`src/hdl/sphc_pkg.sv`:
```
`timescale 1ns / 1ps
// package for the stepper position and homing controller
// holds beat types, config layout, mode codes and the coil phase table; no dependencies

package sphc_pkg;

  // default widths of the tracked position and the step delay counter
  localparam int unsigned POSITION_BITS_DEF = 24;
  localparam int unsigned DELAY_BITS_DEF    = 16;

  // fixed field widths
  localparam int unsigned CFG_BITS      = 16;
  localparam int unsigned TARGET_BITS   = 16;
  localparam int unsigned POS_OUT_BITS  = 24;

  // config register reset values (20 ms at 1 ms ticks, 1000 steps of travel)
  localparam logic [CFG_BITS-1:0] STEP_DELAY_RESET = 16'd20;
  localparam logic [CFG_BITS-1:0] MAX_POS_RESET    = 16'd1000;

  // position loaded when homing starts from an unknown position
  localparam int unsigned HOMING_START_POS = 4;

  // four-phase full-step pattern: bit n is coil a, bit n+4 is coil b
  localparam logic [7:0] COIL_SEQ = 8'h36;

  // config register indexes
  typedef enum logic {
    CFG_STEP_DELAY = 1'b0,
    CFG_MAX_POS    = 1'b1
  } cfg_index_t;

  // item opcodes
  typedef enum logic {
    OP_TICK = 1'b0,
    OP_MOVE = 1'b1
  } opcode_t;

  // run modes of the motion sequencer
  typedef enum logic [1:0] {
    MODE_IDLE   = 2'd0,
    MODE_HOMING = 2'd1,
    MODE_WAIT   = 2'd2,
    MODE_MOVING = 2'd3
  } run_mode_t;

  typedef struct packed {
    logic [CFG_BITS-1:0] step_delay_ticks;
    logic [CFG_BITS-1:0] max_position;
  } cfg_t;

  typedef struct packed {
    logic                   opcode;
    logic [TARGET_BITS-1:0] target;
    logic                   home_switch;
  } in_item_t;

  typedef struct packed {
    logic                           coil_a;
    logic                           coil_b;
    logic                           driver_off;
    logic signed [POS_OUT_BITS-1:0] position;
    logic                           position_known;
    logic                           busy_res;
    logic                           command_rejected;
  } out_item_t;

  // coil levels {b, a} for a given phase (low two bits of the position)
  function automatic logic [1:0] phase_coils(input logic [1:0] phase);
    logic [7:0] pat;
    pat = COIL_SEQ >> phase;
    return {pat[4], pat[0]};
  endfunction

endpackage

```
`src/hdl/sphc_cfg.sv`:
```
`timescale 1ns / 1ps
// configuration registers: step delay and largest target position
// depends on sphc_pkg

module sphc_cfg (
  input  logic                           clk,
  input  logic                           rst,
  input  logic                           cfg_we,
  input  logic                           cfg_index,
  input  logic [sphc_pkg::CFG_BITS-1:0]  cfg_data,
  output sphc_pkg::cfg_t                 cfg
);
  import sphc_pkg::*;

  // register writes, decoded by index
  always_ff @(posedge clk) begin
    if (rst) begin
      cfg.step_delay_ticks <= STEP_DELAY_RESET;
      cfg.max_position     <= MAX_POS_RESET;
    end else if (cfg_we) begin
      unique case (cfg_index_t'(cfg_index))
        CFG_STEP_DELAY: cfg.step_delay_ticks <= cfg_data;
        CFG_MAX_POS:    cfg.max_position     <= cfg_data;
        default: ;
      endcase
    end
  end

endmodule

```
`src/hdl/sphc_core.sv`:
```
`timescale 1ns / 1ps
// motion sequencer: position, delay counter, run mode and coil state,
// updated once per item; the result reflects the state after the item. depends on sphc_pkg

module sphc_core #(
  parameter int unsigned POSITION_BITS = sphc_pkg::POSITION_BITS_DEF,
  parameter int unsigned DELAY_BITS    = sphc_pkg::DELAY_BITS_DEF
) (
  input  logic                clk,
  input  logic                rst,
  input  sphc_pkg::cfg_t      cfg,
  input  logic                item_valid,
  input  sphc_pkg::in_item_t  item,
  output sphc_pkg::out_item_t result
);
  import sphc_pkg::*;

  // state
  logic [POSITION_BITS-1:0] pos, pos_next;
  logic                     known, known_next;
  run_mode_t                mode, mode_next;
  logic [DELAY_BITS-1:0]    dly, dly_next;
  logic [TARGET_BITS-1:0]   goal, goal_next;
  logic                     down, down_next;
  logic [1:0]               coil, coil_next;
  logic                     drv_off, drv_off_next;

  logic                     rejected;
  logic                     do_act;
  logic                     step_now;
  logic                     finish;
  logic [TARGET_BITS-1:0]   tgt_clamped;
  logic [POSITION_BITS-1:0] tgt_ext;
  logic [POSITION_BITS-1:0] goal_ext;

  // next state: item handling, then the step/stop action
  always_comb begin
    pos_next     = pos;
    known_next   = known;
    mode_next    = mode;
    dly_next     = dly;
    goal_next    = goal;
    down_next    = down;
    coil_next    = coil;
    drv_off_next = drv_off;
    rejected     = 1'b0;
    do_act       = 1'b0;
    step_now     = 1'b0;
    finish       = 1'b0;

    tgt_clamped = (item.target > cfg.max_position) ? cfg.max_position : item.target;
    tgt_ext     = POSITION_BITS'(tgt_clamped);

    if (opcode_t'(item.opcode) == OP_TICK) begin
      if (mode != MODE_IDLE) begin
        if (dly > DELAY_BITS'(1)) begin
          dly_next = dly - DELAY_BITS'(1);
        end else begin
          dly_next = '0;
          do_act   = 1'b1;
        end
      end
    end else if (mode != MODE_IDLE) begin
      rejected = 1'b1;
    end else if (item.target == '0) begin
      // homing request
      if (!known) begin
        pos_next = POSITION_BITS'(HOMING_START_POS);
      end
      down_next    = 1'b1;
      drv_off_next = 1'b0;
      mode_next    = MODE_HOMING;
      dly_next     = '0;
      do_act       = 1'b1;
    end else if (tgt_ext != pos) begin
      goal_next    = tgt_clamped;
      down_next    = $signed(tgt_ext) < $signed(pos);
      drv_off_next = 1'b0;
      mode_next    = MODE_WAIT;
      dly_next     = DELAY_BITS'(cfg.step_delay_ticks);
    end

    goal_ext = POSITION_BITS'(goal_next);

    // action when the delay has run out
    if (do_act) begin
      unique case (mode_next)
        MODE_HOMING: begin
          if (item.home_switch || (pos_next[1:0] != 2'b00)) begin
            step_now = 1'b1;
          end else begin
            pos_next = '0;
            finish   = 1'b1;
          end
        end
        MODE_WAIT: begin
          mode_next = MODE_MOVING;
          step_now  = 1'b1;
        end
        MODE_MOVING: begin
          if (down_next && (pos_next[1:0] == 2'b00) && !item.home_switch) begin
            pos_next = '0;
            finish   = 1'b1;
          end else if (pos_next == goal_ext) begin
            finish = 1'b1;
          end else begin
            step_now = 1'b1;
          end
        end
        default: ;
      endcase
    end

    // one full step and restart of the delay
    if (step_now) begin
      pos_next  = down_next ? (pos_next - POSITION_BITS'(1)) : (pos_next + POSITION_BITS'(1));
      coil_next = phase_coils(pos_next[1:0]);
      dly_next  = DELAY_BITS'(cfg.step_delay_ticks);
    end

    // end of move or homing
    if (finish) begin
      drv_off_next = 1'b1;
      known_next   = 1'b1;
      mode_next    = MODE_IDLE;
      dly_next     = '0;
    end
  end

  // result fields from the updated state
  always_comb begin
    result.coil_a           = coil_next[0];
    result.coil_b           = coil_next[1];
    result.driver_off       = drv_off_next;
    result.position         = POS_OUT_BITS'(pos_next);
    result.position_known   = known_next;
    result.busy_res         = (mode_next != MODE_IDLE);
    result.command_rejected = rejected;
  end

  // state registers, updated once per beat
  always_ff @(posedge clk) begin
    if (rst) begin
      pos     <= '1;
      known   <= 1'b0;
      mode    <= MODE_IDLE;
      dly     <= '0;
      goal    <= '0;
      down    <= 1'b0;
      coil    <= 2'b00;
      drv_off <= 1'b1;
    end else if (item_valid) begin
      pos     <= pos_next;
      known   <= known_next;
      mode    <= mode_next;
      dly     <= dly_next;
      goal    <= goal_next;
      down    <= down_next;
      coil    <= coil_next;
      drv_off <= drv_off_next;
    end
  end

  // no pending delay while idle
  assert property (@(posedge clk) disable iff (rst) (mode == MODE_IDLE) |-> (dly == '0))
    else $error("sphc_core: delay counter running while idle");

  // driver is off exactly when no move or homing runs
  assert property (@(posedge clk) disable iff (rst) drv_off == (mode == MODE_IDLE))
    else $error("sphc_core: driver state disagrees with run mode");

  // a rejected command leaves the motion state untouched
  assert property (@(posedge clk) disable iff (rst)
    (item_valid && rejected) |=> ($stable(pos) && $stable(mode) && $stable(dly)))
    else $error("sphc_core: rejected command changed state");

  // once known, the position stays known
  assert property (@(posedge clk) disable iff (rst) !$fell(known))
    else $error("sphc_core: known flag cleared");

endmodule

```
`src/hdl/stepper_position_homing_controller.sv`:
```
`timescale 1ns / 1ps
// top level of the stepper position and homing controller
// depends on sphc_pkg, sphc_cfg and sphc_core

// Usage:
//   The input channel (in_valid/in_ready/in_data) carries one beat per time
//   tick or move command, each with a sample of the home switch. The output
//   channel (out_valid/out_ready/out_data) returns exactly one beat per input
//   beat: coil levels, driver disable, tracked position and status flags.
//   Configuration is written through cfg_we/cfg_index/cfg_data: index 0 is
//   the step delay in ticks, index 1 the largest target position. Writes take
//   effect at once and should only be made while the controller is idle.
//   Timing: an accepted beat is held in the input register; the state
//   update and the result register load happen together once the result
//   register is free. Throughput is one beat per cycle while the receiver
//   keeps up with out_ready.
//   A stalled receiver holds the result register; one more beat is still
//   taken into the input register, after which in_ready drops.
//   Reset: position -1 and unknown, idle, driver off, coils low, step delay
//   20, largest target 1000, both channel registers empty.

module stepper_position_homing_controller #(
  parameter int unsigned POSITION_BITS = sphc_pkg::POSITION_BITS_DEF,
  parameter int unsigned DELAY_BITS    = sphc_pkg::DELAY_BITS_DEF
) (
  input  logic                          clk,
  input  logic                          rst,
  input  logic                          cfg_we,
  input  logic                          cfg_index,
  input  logic [sphc_pkg::CFG_BITS-1:0] cfg_data,
  input  logic                          in_valid,
  output logic                          in_ready,
  input  sphc_pkg::in_item_t            in_data,
  output logic                          out_valid,
  input  logic                          out_ready,
  output sphc_pkg::out_item_t           out_data
);
  import sphc_pkg::*;

  cfg_t      cfg;
  in_item_t  s1_item;
  logic      s1_valid;
  logic      advance;
  out_item_t core_res;

  // handshake: the input register moves on when the result register is free
  assign advance  = s1_valid && (!out_valid || out_ready);
  assign in_ready = !s1_valid || advance;

  sphc_cfg u_cfg (
    .clk       (clk),
    .rst       (rst),
    .cfg_we    (cfg_we),
    .cfg_index (cfg_index),
    .cfg_data  (cfg_data),
    .cfg       (cfg)
  );

  sphc_core #(
    .POSITION_BITS (POSITION_BITS),
    .DELAY_BITS    (DELAY_BITS)
  ) u_core (
    .clk        (clk),
    .rst        (rst),
    .cfg        (cfg),
    .item_valid (advance),
    .item       (s1_item),
    .result     (core_res)
  );

  // input register
  always_ff @(posedge clk) begin
    if (rst) begin
      s1_valid <= 1'b0;
    end else if (in_valid && in_ready) begin
      s1_valid <= 1'b1;
    end else if (advance) begin
      s1_valid <= 1'b0;
    end
  end

  always_ff @(posedge clk) begin
    if (in_valid && in_ready) begin
      s1_item <= in_data;
    end
  end

  // result register
  always_ff @(posedge clk) begin
    if (rst) begin
      out_valid <= 1'b0;
    end else if (advance) begin
      out_valid <= 1'b1;
    end else if (out_ready) begin
      out_valid <= 1'b0;
    end
  end

  always_ff @(posedge clk) begin
    if (advance) begin
      out_data <= core_res;
    end
  end

endmodule
```
`config.mk`:
```
export PLATFORM = sky130hd
export DESIGN_NAME = stepper_position_homing_controller
export DESIGN_NICKNAME = d
export VERILOG_FILES = /design/src/hdl/sphc_pkg.sv /design/src/hdl/sphc_cfg.sv /design/src/hdl/sphc_core.sv /design/src/hdl/stepper_position_homing_controller.sv
export SDC_FILE = /design/constraint.sdc
export NUM_CORES = 1
export LEC_CHECK = 0
export ABC_AREA = 1
export BUFFER_PORTS_ARGS = -buffer_cell sky130_fd_sc_hd__buf_2
export CORE_ASPECT_RATIO = 0.9
export CORE_MARGIN = 2
export CORE_UTILIZATION = 45
export CTS_BUF_LIST = sky130_fd_sc_hd__clkbuf_4 sky130_fd_sc_hd__clkbuf_8 sky130_fd_sc_hd__clkbuf_16
export CTS_CLUSTER_SIZE = 24
export DETAILED_ROUTE_END_ITERATION = 6
export SKIP_CTS_REPAIR_TIMING = 1
export SLEW_MARGIN = 20
export SYNTH_ARGS = -nofsm -noshare
export SYNTH_HDL_FRONTEND = slang
export SYNTH_SLANG_ARGS = --single-unit
```
`constraint.sdc`:
```
create_clock -name clk -period 16.7 [get_ports clk]
set_input_delay 2.505 -clock clk [delete_from_list [all_inputs] [get_ports clk]]
set_output_delay 2.505 -clock clk [all_outputs]
set_load 0.005 [all_outputs]
```
# Word-level counts from Yosys, hierarchy flattened
# Cells that the tools add are included.
# totals
reg_bits	145
inputBits	40
output_inout_bits	32
word_cells	119
# op_classes
n_addsub	3
n_lt_le_gt_ge	3
eq_ne	6
shift	1
muxes	61
n_bitwise	1
reduce_logical	22
# ops
cell	n
$mux 24	9
$mux 16	13
$pmux 24 s2	1
$mux 1	28
$add 24x1->24 const B	1
$eq 24x16->1	1
$lt 17x24->1	1
$ne 16x24->1	1
$sub 24x1->24 const B	1
$gt 16x1->1 const B	1
$gt 16x16->1	1
$logic_not 16->1	1
$mux 2	8
$sub 16x1->16 const B	1
$reduce_bool 2->1	5
$shr 6x2->5 const A	1
$reduce_bool 5->1	1
$eq 2x2->1 const B	2
$logic_and 1x1->1	4
$ne 4x2->1 const B	1
$reduce_and 2->1	2
$reduce_and 4->1	1
$reduce_bool 4->1	1
$logic_not 1->1	3
6 further kinds	8

# Logic depth before layout (Yosys ltp)
# Gate-level depths: netlist of the first run.
# logic_depth
ltp_word	16
depth_mapped	47
mapped_depth_nobuf	46

# By module
# A second synthesis of the first run with hierarchy kept.
# unflattened
cells_unflattened	1470
hier_area_um2	10060.9
# by_module_without_submodules
mod	instances	cells_per_inst	area_each_um2	seq_area_each_um2
sphc_core	1	1238	7248.2	1261.2
stepper_position_homing_controller	1	60	1532.7	1481.4
sphc_cfg	1	172	1280.0	640.6

# Worst setup path after synthesis of the first run
# No wires, ideal clock.
# synth_timing
kind	reg2reg
start	reg s1_item[16] (netlist name)
end	reg out_data[21] (netlist name) (data pin)
setup_ns	0.258
arrival_time_ns	5.351
required_time_ns	16.442
path_slack_ns	11.092
path_stages_with_launch	40
path_buffers	1
period_less_slack_ns	5.608
path_cell_list	edfxtp_1 ha_1 nand2_1 o21ai_0 a21oi_1 nand2_4 nand2_2 buf_6 nand2_1 nand2_1 inv_1 ha_1 nand2_1 inv_1 nand3_1 nor2_1 nand3_1 nor2_1 (+4 left out) inv_1 nand3_1 nand4_1 o21ai_0 inv_1 ha_1 nand3_1 nand2_1 a21oi_1 o21ai_0 a21boi_0 o21ai_0 a21boi_0 o21ai_0 a21oi_1 xnor2_1 nand2_1 nand2_1
# synth_lines
item	line_no	rtl
start: declaration	stepper_position_homing_controller.sv:41	in_item_t s1_item;
start signal: assignment	stepper_position_homing_controller.sv:84	s1_item <= in_data;
end signal: assignment	stepper_position_homing_controller.sv:101	out_data <= core_res;
end: declaration	stepper_position_homing_controller.sv:36	output sphc_pkg::out_item_t out_data

==> impl_metrics.csv, run 1 <==
group,metric,value,unit
min_path,min-delay-start,"u_core.pos[2]",
global_routing,grt_pass1_vias,8229,
synth,syn-num-nets,1460,
critical_path,r2r-start,"s1_item[16]",
pwr,cellLeakagePower,5.14,nW
global_routing,grt_max_degree,58,
timing,timing.final.setup_violations,0,
critical_path,worst-r2r-setup-slack,9.13,ns
critical_path,endpoint_kind,"register",
final_layout,area_of_the_multi_input_gates,0.00535,mm2
synth,netlist_instances,1363,
floorplan,rows,50,
final_layout,layout.cells.non_filler,1705,
drt,routed-wl-met3,1250,um
critical_path,r2r_cells,35,
final_layout,antennaDiodeCount,0,
drt,detail_route.drc_violations,0,
final_layout,nNetsFinal,1503,
placement,detailedPlacementHpwl,19300,um
drt,routed.top_layer,"met4",
critical_path,cp_data_required_time,16.90,ns
global_routing,antenna_found_initial,0,
timing,postLayoutSetupSlackWorst,9.13,ns
pwr,powerDensity,102,mW/mm2
drt,detail_route.first_pass.iterations,5,
clocking,clock_tree.buffer_depth,2,
timing,post-route-period-util,45.3,%
synth,async_reset_ff_share,0,%
final_layout,sequential_cell_area,0.00338,mm2
floorplan,die_h,142,um
placement,place_congestion,0.932,
floorplan,start_util,45.9,%
placement,post-place-cells,1673,
timing,fin_hold_ws,0.473,ns
final_layout,fillCellCount,2102,
final_layout,fin_util,51.2,%
min_path,whs_path_depth,2,
drt,drt_iter0_drc,609,
critical_path,cpPeakStageDelay,0.84,ns
timing,post-route-min-period,7.57,ns
drt,met2RoutedLength,11800,um
drt,drt-vias-per-instance,5.30,
critical_path,crit_slowest_cell,"nor2_1",
floorplan,io-pin-count,72,
drt,detailroute.via_count,9044,
pwr,total_power,1.09,mW
clocking,ctsHtreeMaxLevel,4,
synth,synth.avg_cell_area,7.02,um2
clocking,clock_sinks,145,
pwr,vdd_ir_drop_max,47.7,uV
floorplan,fp.coreArea,0.0208,mm2
synth,ys_dominant_reg_cell,"dfxtp_1",
flow_run,maxcap_viol_count,0,
min_path,whs_endpoint,"u_core.pos[2]",
clocking,cts.root.buffer_cell,"clkbuf_16",
clocking,clk_latency,0.44,ns
placement,dpl-instance-area,0.0101,mm2
drt,finalWirelength,26800,um
timing,rsz0062_at_grt,"no",
run_status,outcome,"finished clean",
final_layout,layout-drive-gt1-share,10.4,%
floorplan,floorplan.die.width,158,um
drt,wirelength_met1,13400,um
synth,synth.distinct_cells,50,
floorplan,die_area,0.0224,mm2
clocking,tritoncts.num_buffers,17,
drt,antenna_violating_nets_left,0,
clocking,cts_tree,"yes",
min_path,min_path_type,"register to register",
placement,place_ws,9.30,ns
final_layout,layout-area-overhead-vs-synth,11.5,%
critical_path,critPathLaunchType,"register",
timing,clock_skew,0.0145,ns
timing,timing.fmax,132,MHz
final_layout,final_design_area_no_fill,0.0107,mm2
synth,synth.yosys.seq_area_share,35.4,%
timing,worstMarginPinSlew,1.01,ns
critical_path,crit-reg2reg-capture,"out_data[21]",
global_routing,grt_overflow_total,0,
synth,synth_edf_count,48,
clocking,worst_setup_hold_path_clk_slew,0.07,ns
critical_path,worst_ep_arrival_time,7.77,ns
synth,ys_warn_count,0,
timing,timing_max_transition_violations_final,0,
synth,postSynthRegisterBits,145,
global_routing,grt_usage,24.6,%
timing,finalHoldViolCount,0,
critical_path,worstSetupPathType,"register to register",
synth,synth_area,0.00956,mm2
critical_path,crit_path_max_fanout,20,
critical_path,critPathTopFamily,"simple AND/OR/NAND/NOR gates",
timing,maxSlewHeadroom,32.5,%
timing,finalSetupTns,0,ns
placement,io_buffers,71,
global_routing,grt_first_pass_wirelength,43300,um
drt,detail_route.wl_per_cell,15.7,um
critical_path,crit_buf_inv,2,
Yosys cell counts (9+ instances only):
cell type  number  area, um2
a21oi_1       104        521
dfxtp_1        97       1940
xnor2_1        15        131
o21ai_0       112        561
o21ai_1         9       45.0
inv_1         148        556
o211ai_1       17        128
clkbuf_1       34        128
xor2_1         15        131
buf_2          11       55.1
edfxtp_1       48       1440
nand3_1       102        510
nand2_1       365       1370
ha_1           56        701
a22oi_1        27        203
nand4_1        14       87.6
nor2_1        111        417
worst max-delay path by stage:
stage	depth (start not counted)	from	to	slack, ns
floorplan	39	s1_item[16]	out_data[21]	11.09
global placement	38	s1_item[16]	out_data[21]	9.47
detailed placement	37	s1_item[12]	out_data[21]	9.30
CTS	38	s1_item[16]	out_data[21]	9.28
global route	38	s1_item[16]	out_data[21]	8.48
finish	35	s1_item[16]	out_data[21]	9.13
worst min-delay path: cells and delay by family (launching register included):
family	cells	cell delay (ns)
AO/OA/AOI/OAI	1	0.06
flip-flops	1	0.33
AND/OR/NAND/NOR	1	0.06
sequential cells by signal (all words and copies together), names as in the netlist:
signal / count
u_core.down: 1
u_core.coil: 2
u_cfg.cfg: 32
u_core.dly: 16
u_core.drv_off: 1
s1_valid: 1
u_core.goal: 16
u_core.pos: 24
out_valid: 1
u_core.known: 1
s1_item: 18
out_data: 30
u_core.mode: 2
kinds of logic after synthesis:
kind of cell | after synthesis | synth area share [%]
compound gates | 293 | 17.4
flops | 145 | 35.4
fa+ha+maj | 57 | 7.54
xor+xnor | 30 | 2.75
simple gates | 630 | 28.1
buf+inv | 208 | 8.78
area by class of cell:
| type | count | area share (%) |
|---|---|---|
| tap | 286 | 3.36 |
| timing repair buffer | 78 | 3.83 |
| sequential | 145 | 31.7 |
| multi-input combinational | 1010 | 50.2 |
| clock buffer | 21 | 4.66 |
| clock inverter | 11 | 0.810 |
| inverter | 154 | 5.42 |
power by group:
part	leakage, nW	internal (mW)	switching, mW
clock	0.294	0.216	0.166
sequential	1.23	0.390	0.0162
combinational	3.61	0.109	0.194
routing by layer:
metal / GRT usage [%] / vias up
met5: 0 / -
met2: 38.0 / 242
met4: 6.94 / 0
met1: 35.7 / 4152
met3: 3.71 / 29
li1: - / 4621
layout by cell type (no fill, tap or decap), drive strengths merged, types with 6 or more instances in the layout:
cell type and n:
nor2 115, dfxtp 97, a22oi 27, edfxtp 48, nor3 6, a21oi 105, o21ai 124, nand3 105
inv 160, nand2 377, o211ai 17, xnor2 15, clkbuf 21, ha 56, buf 78, xor2 15
nand4 14
(Power assumes the default switching activity.)
==> inputs of run 2 (changes only) <==
==> constraint.sdc (replaced) <==
create_clock -name clk -period 6.5 [get_ports clk]
set_input_delay 0.975 -clock clk [delete_from_list [all_inputs] [get_ports clk]]
set_output_delay 0.975 -clock clk [all_outputs]
set_load 0.005 [all_outputs]
==> impl_metrics.csv, run 2 (synthesis gave the netlist of run 1 again) <==
group,metric,value,unit
final_layout,final_design_area_no_fill,0.0108,mm2
placement,place_congestion,0.940,
global_routing,grt_pass1_vias,8232,
timing,maxSlewHeadroom,44.3,%
timing,post-route-min-period,6.00,ns
drt,finalWirelength,26900,um
drt,detail_route.wl_per_cell,15.6,um
drt,drt_iter0_drc,765,
critical_path,critPathLaunchType,"register",
final_layout,fillCellCount,2067,
timing,timing.fmax,167,MHz
pwr,sequentialPowerShare,37.1,%
floorplan,io-pin-count,72,
pwr,swShare,35.0,%
clocking,worst_setup_hold_path_clk_slew,0.07,ns
timing,worstMarginPinSlew,0.834,ns
min_path,min_path_type,"register to register",
floorplan,die_h,142,um
floorplan,start_util,45.9,%
final_layout,layout-area-overhead-vs-synth,13.3,%
drt,detail_route.first_pass.iterations,5,
drt,antenna_violating_nets_left,0,
clocking,tritoncts.num_buffers,17,
clocking,ctsHtreeMaxLevel,4,
critical_path,crit_slowest_cell,"edfxtp_1",
placement,detailedPlacementHpwl,19300,um
placement,io_buffers,71,
critical_path,endpoint_kind,"register",
clocking,clock_sinks,145,
drt,detailroute.via_count,8972,
pwr,cellLeakagePower,5.21,nW
placement,dpl-instance-area,0.0102,mm2
final_layout,final_cell_mix,"365 x nand2_1, 148 x inv_1, 110 x nor2_1, 105 x o21ai_0, 102 x a21oi_1",
final_layout,largest_registers_in_the_final_layout,"u_cfg.cfg: 32 flops, out_data: 30 flops, u_core.pos: 24 flops",
critical_path,crit_path_max_fanout,18,
timing,finalSetupTns,0,ns
flow_run,maxcap_viol_count,0,
global_routing,grt_max_degree,51,
final_layout,mostFrequentLayoutCell,"nand2_1",
clocking,cts.root.buffer_cell,"clkbuf_16",
clocking,cts_tree,"yes",
critical_path,cp_data_required_time,6.68,ns
critical_path,worst_ep_arrival_time,6.17,ns
pwr,vdd_ir_drop_max,131,uV
global_routing,grt_overflow_total,0,
drt,detail_route.drc_violations,0,
floorplan,fp.coreArea,0.0208,mm2
floorplan,floorplan.die.width,158,um
drt,drt-vias-per-instance,5.21,
final_layout,antennaDiodeCount,0,
pwr,power.net_switching,985,uW
critical_path,worstSetupPathType,"register to register",
final_layout,nNetsFinal,1519,
pwr,powerDensity,260,mW/mm2
run_status,outcome,"finished clean",
pwr,share_clk_of_total_power,33.7,%
clocking,clock_tree.buffer_depth,2,
final_layout,layout-drive-gt1-share,12.1,%
floorplan,die_area,0.0224,mm2
timing,clock_skew,0.0144,ns
final_layout,registers.top_by_ff_count,"u_cfg.cfg",
floorplan,rows,50,
pwr,cell_internal_pwr,1.83,mW
critical_path,cpPeakStageDelay,0.47,ns
clocking,clk_latency,0.44,ns
timing,finalHoldViolCount,0,
global_routing,grt_usage,24.7,%
pwr,comb_power_share,29.2,%
timing,timing_max_transition_violations_final,0,
global_routing,antenna_found_initial,0,
global_routing,grt_first_pass_wirelength,43300,um
critical_path,cpMostUsedCell,"nand2_1",
timing,post-route-period-util,92.2,%
final_layout,largest_register_ff_count,32,
timing,timing.final.setup_violations,0,
## run 2: changes by cell type in the layout (fill, tap and decap cells not counted), moves of 3 or more
| cell | change |
|---|---|
| buf_4 | +15 |
| o21ai_0 | -7 |
| o21ai_1 | +4 |
| o21ai_2 | +3 |
## run 2: metrics by stage
stage / hold slack, ns / instances / setup WS, ns / util, % / power [mW]
detailed placement: 0.458 / 1686 / 0.110 / 48.8 / 1.85
global placement: 0.455 / 1686 / 0.256 / 48.8 / 1.85
global route: 0.506 / 1721 / -0.0251 / 52.0 / 2.99
CTS: 0.475 / 1718 / 0.0788 / 51.5 / 2.79
finish: 0.475 / 1721 / 0.504 / 52.0 / 2.81
floorplan: 0.441 / 1363 / 0.892 / - / 1.65
## run 2: worst max-delay path, delay by kind of cell, from the launching register on
family | cells | cell delay (ns)
buffers and inverters | 3 | 0.57
AOI/OAI and AO/OA | 11 | 1.74
and+or+nand+nor | 14 | 1.81
xor gates and xnor gates | 1 | 0.18
adders and majority gates | 3 | 0.95
DFF | 1 | 0.47
## run 2: path summary, 6_finish.rpt
check,startpoint,to,slack [ns],cells past startpoint
max reg2reg,s1_item[12],out_data[24],0.50,32
max,s1_item[12],out_data[24],0.50,32
min,u_core.drv_off,u_core.drv_off,0.47,2
min reg2reg,u_core.drv_off,u_core.drv_off,0.47,2
## run 2: power by group through the flow
stage / combinational [mW] / sequential (mW) / clock [mW]
floorplan: 0.596 / 1.05 / 0
global placement: 0.783 / 1.06 / 0
detailed placement: 0.786 / 1.06 / 0
CTS: 0.791 / 1.04 / 0.961
global route: 0.934 / 1.05 / 1.01
finish: 0.822 / 1.04 / 0.947
## run 2: metal layers
layer	routed length [um]	GRT usage, %	vias up
met3	1090	4.26	35
met4	422	6.51	0
met5	0	0	-
met1	13700	36.2	4078
li1	-	-	4653
met2	11700	37.3	206
## run 2: final cells by class
cell class | count | area [um2] | area share (%)
inverter | 154 | 578 | 5.33
clock buffer | 19 | 458 | 4.23
sequential | 145 | 3380 | 31.2
multi-input combinational | 1010 | 5430 | 50.1
clock inverter | 13 | 97.6 | 0.901
timing repair buffer | 94 | 532 | 4.91
tap | 286 | 358 | 3.30
